==> src/hw/rtl/lil_pkg.sv <==
`timescale 1ns / 1ps
package lil_pkg;

  localparam int MODEL_DEPTH = 1024;
  localparam int KEY_DEPTH   = 65536;
  localparam int POS_SHIFT   = 3;
  localparam int WINDOW_PAD  = 2;
  localparam int FIFO_DEPTH  = 4;

  localparam int MODEL_AW = $clog2(MODEL_DEPTH);
  localparam int KEY_AW   = $clog2(KEY_DEPTH);
  localparam int FIFO_AW  = $clog2(FIFO_DEPTH);

  localparam logic [1:0] CMD_LOOKUP     = 2'd0;
  localparam logic [1:0] CMD_LOAD_MODEL = 2'd1;
  localparam logic [1:0] CMD_LOAD_KEY   = 2'd2;
  localparam logic [1:0] CMD_NONE       = 2'd3;

  localparam logic [2:0] REG_MODEL_FIRST = 3'd0;
  localparam logic [2:0] REG_MODEL_END   = 3'd1;
  localparam logic [2:0] REG_EPSILON     = 3'd2;
  localparam logic [2:0] REG_KEY_COUNT   = 3'd3;
  localparam logic [2:0] REG_BASE_POS    = 3'd4;

  typedef struct packed {
    logic [1:0]         cmd;
    logic [15:0]        index;
    logic [63:0]        key;
    logic signed [31:0] slope;
    logic signed [31:0] intercept;
  } item_t;

  typedef struct packed {
    logic        found;
    logic [31:0] position;
  } result_t;

  typedef struct packed {
    logic [9:0]  model_first;
    logic [10:0] model_end;
    logic [15:0] epsilon;
    logic [16:0] key_count;
    logic [28:0] base_pos;
  } cfg_t;

  typedef struct packed {
    logic full;
    logic empty;
  } fifo_stat_t;

  typedef enum logic [3:0] {
    S_IDLE, S_EXEC, S_MPROBE, S_MCMP, S_MSEL, S_MGET, S_MUL, S_PRED,
    S_CAPW, S_WINIT, S_WPROBE, S_WCMP, S_CHK, S_C1, S_C2, S_DONE
  } state_t;

endpackage

==> src/hw/rtl/lil_fifo.sv <==
`timescale 1ns / 1ps
module lil_fifo (
  input  logic                clk,
  input  logic                rst,
  input  logic                push,
  input  lil_pkg::item_t      push_item,
  input  logic                pop,
  output lil_pkg::item_t      head,
  output lil_pkg::fifo_stat_t stat
);

  lil_pkg::item_t                mem [lil_pkg::FIFO_DEPTH];
  logic [lil_pkg::FIFO_AW-1:0]   wptr;
  logic [lil_pkg::FIFO_AW-1:0]   rptr;
  logic [lil_pkg::FIFO_AW:0]     count;

  always_ff @(posedge clk) begin
    if (rst) begin
      wptr  <= '0;
      rptr  <= '0;
      count <= '0;
    end else begin
      if (push) wptr <= wptr + 1'b1;
      if (pop)  rptr <= rptr + 1'b1;
      count <= count + (lil_pkg::FIFO_AW+1)'(push) - (lil_pkg::FIFO_AW+1)'(pop);
    end
  end

  always_ff @(posedge clk) begin
    if (push) mem[wptr] <= push_item;
  end

  assign head       = mem[rptr];
  assign stat.full  = (count == (lil_pkg::FIFO_AW+1)'(lil_pkg::FIFO_DEPTH));
  assign stat.empty = (count == '0);

endmodule

==> config.mk <==
export PLATFORM = sky130hd
export DESIGN_NAME = lil_fifo
export DESIGN_NICKNAME = d
export VERILOG_FILES = /design/src/hw/rtl/lil_pkg.sv /design/src/hw/rtl/lil_fifo.sv
export SDC_FILE = /design/constraint.sdc
export NUM_CORES = 1
export LEC_CHECK = 0
export BUFFER_PORTS_ARGS = -buffer_cell sky130_fd_sc_hd__buf_2
export CAP_MARGIN = 20
export CORE_UTILIZATION = 60
export CTS_CLUSTER_DIAMETER = 200
export DETAILED_ROUTE_END_ITERATION = 6
export PLACE_DENSITY = 0.83
export SYNTH_ARGS = -nofsm -noshare
export SYNTH_HDL_FRONTEND = slang
export SYNTH_SLANG_ARGS = --single-unit
==> constraint.sdc <==
create_clock -name clk -period 8.05 [get_ports clk]
set_clock_uncertainty 0.15 [all_clocks]
set_input_delay 1.61 -clock clk [delete_from_list [all_inputs] [get_ports clk]]
set_output_delay 1.61 -clock clk [all_outputs]
set_load 0.05 [all_outputs]
==> flow_summary.yaml <==
outcome:
  run_status: "finished, final reports clean"
clock_tree:
  ctsLongestPathBuffers: 3
  cts_buffers: 54
  clk_latency_ps: 580
  postCtsResizedCells: 0
  htreeDepth: 2
  clkTransAtPathRegs_ps: 70
  cts_setup_buffers: 0
  cts_tree: "built"
  cts_hold_repair.buffers: 0
  clock_sink_count: 593
  root_buffer: "clkbuf_16"
finish:
  fin_area_um2: 25400
  final_common_cell: "edfxtp_1"
  area_growth_pct: 18.2
  final_cell_mix: "edfxtp_1, buf_2, mux4_2, clkbuf_16, clkinv_2"
  finish.utilization_pct: 72.8
  final_layout_size_suffix_gt1_share_pct: 46.6
  nets: 1293
  instances_no_fill: 1643
synth:
  synth_area_leaders: "edfxtp_1, mux4_2, dfxtp_1"
  syn_nets: 961
  ys_seq_area_share_pct: 82.5
  syn_inst: 804
  ys_types: 21
  synth_top_area_share_pct: 81.7
  yosys.area.top_type: "edfxtp_1"
  ys_warn_count: 0
  avgSynthCellArea_um2: 26.7
  yosys_register_bits: 593
  netlist_area_um2: 21500
detailed_routing:
  post_drt_wl_per_cell_um: 24.9
  drtPass1Iterations: 5
  vias: 9674
  drtIter0Drc: 607
  ant_nets: 0
  drc: 0
  wl_um: 41000
  viasPerCell: 5.89
floorplan:
  dieArea_um2: 36600
  start_util_pct: 61.6
  dieHeight_um: 191
  std_cell_rows: 68
  die_width_um: 191
  core_region_area_um2: 34900
  ioPinCount: 298
worst_setup_path:
  r2r_setup_slack_ps: 5250
  cp.arrival_ps: 2830
  critical_path.endpoint_type: "output pin"
  cp.required_ps: 6290
  r2r_start: "wptr[0]"
  rr_endpoint: "mem[3][48]"
  cp_max_fo: 47
  ff2ff_path_depth: 3
  path_class: "reg -> out"
  start_kind: "flop"
power:
  clock_power_share_pct: 37.4
  total_power_w: 0.00728
  ir_drop_mv: 0.231
  combPwrFrac_pct: 13.3
  p_int_w: 0.00548
  seq_power_share_pct: 49.3
  swShare_pct: 24.8
  power.switching_w: 0.00181
  power.leakage_nw: 8.56
  p_per_area_nw_per_um2: 287
placement:
  port-buffer-count: 297
  dp.cells: 1535
  gp_congestion: 0.691
  hpwl_um: 23300
  placed_cell_area_um2: 23400
run:
  drv_cap: 0
sta:
  finalCritPeriodShare_pct: 57.0
  worst_pin_slew_ps: 1040
  rsz0062_at_grt: "no"
  fin_crit_ps: 4590
  fin_tns_setup_ps: 0
  relSlewSlack_pct: 30.9
  hold_viol_final: 0
  setup_viol: 0
  max_freq_mhz: 218
  slew_violations: 0
global_route:
  track_usage_pct: 22.7
  antenna_found_initial: 11
  grt_pass1_vias: 10377
  grt_pass1_wl_um: 60200
  grt-ovfl-total: 0
  grt_max_degree: 113
hold_path:
  hold-path-cell-count: 2
  hp-start: "rptr[0]"
  hp-class: "reg -> reg"
==> synthesized netlist by cell type, drive strengths merged <==
library cell and instances:
nand3b 1, nor2 5, a21oi 1, dfxtp 9, nor3 1, a21bo 1, clkbuf 2, fa 1
inv 6, mux2i 1, and2 4, xnor2 2, edfxtp 584, and3 1, xor3 1, nor2b 2
ha 6, buf 30, mux4 146
==> routing by layer <==
layer  routed length, um  up-vias  global-route usage, %  share of wire (%)
met3                4350       67                   8.28                 11
met4                 783        8                   6.35                1.9
met1               15100     5020                   28.5                 37
met5                  51        -                      0               0.12
met2               20700      415                   37.5                 50
li1                    -     4164                      -                  -
==> cells by family after synthesis <==
logic type / synth area share (%)
flops: 82.5
mux: 15.4
buf+inv: 1.08
simple gates: 0.350
fa+ha+maj: 0.443
xor+xnor: 0.192
compound gates: 0.0699
==> cell type report <==
type | count | area [um^2]
inverter | 6 | 22.5
sequential | 593 | 17700
clock inverter | 39 | 480
antenna | 6 | 15.0
multi-input combinational | 173 | 3530
tap | 455 | 569
timing repair buffer | 308 | 1590
fill | 1951 | 9490
clock buffer | 63 | 1450
==> worst max path at each step <==
stage,start,to,slack [ps],cells past startpoint
after floorplan,push,mem[0][0],2430,1
after global placement,push,mem[3][61],3970,3
after detailed placement,push,mem[3][55],3980,3
after CTS,flop,head[71],3350,3
after global routing,flop,head[71],3230,3
final,flop,head[69],3460,3
==> per-stage QoR <==
stage	setup slack, ps	hold slack [ps]
after detailed placement	3980	365
after floorplan	2430	342
final	3460	386
after CTS	3350	381
after global routing	3230	429
after global placement	3970	350
==> power by group through the flow <==
stage                     clock, W  combinational [W]  sequential [W]
after global routing       0.00287            0.00101         0.00361
after detailed placement         0           0.000970         0.00366
after floorplan                  0           0.000730         0.00366
after global placement           0           0.000958         0.00365
final                      0.00272           0.000966         0.00359
after CTS                  0.00277           0.000978         0.00360
==> state kept, by name, summed over array words and instances, names as in the netlist, named ones only <==
register and cells:
count 3, rptr 2, mem 584, wptr 2
==> worst max-delay path, cell delays in order, from the launching register on <==
cell	delay [ps]
dfxtp_4	550
buf_4	780
mux4_2	610
buf_2	230
Power figures use the tool's default switching activity.
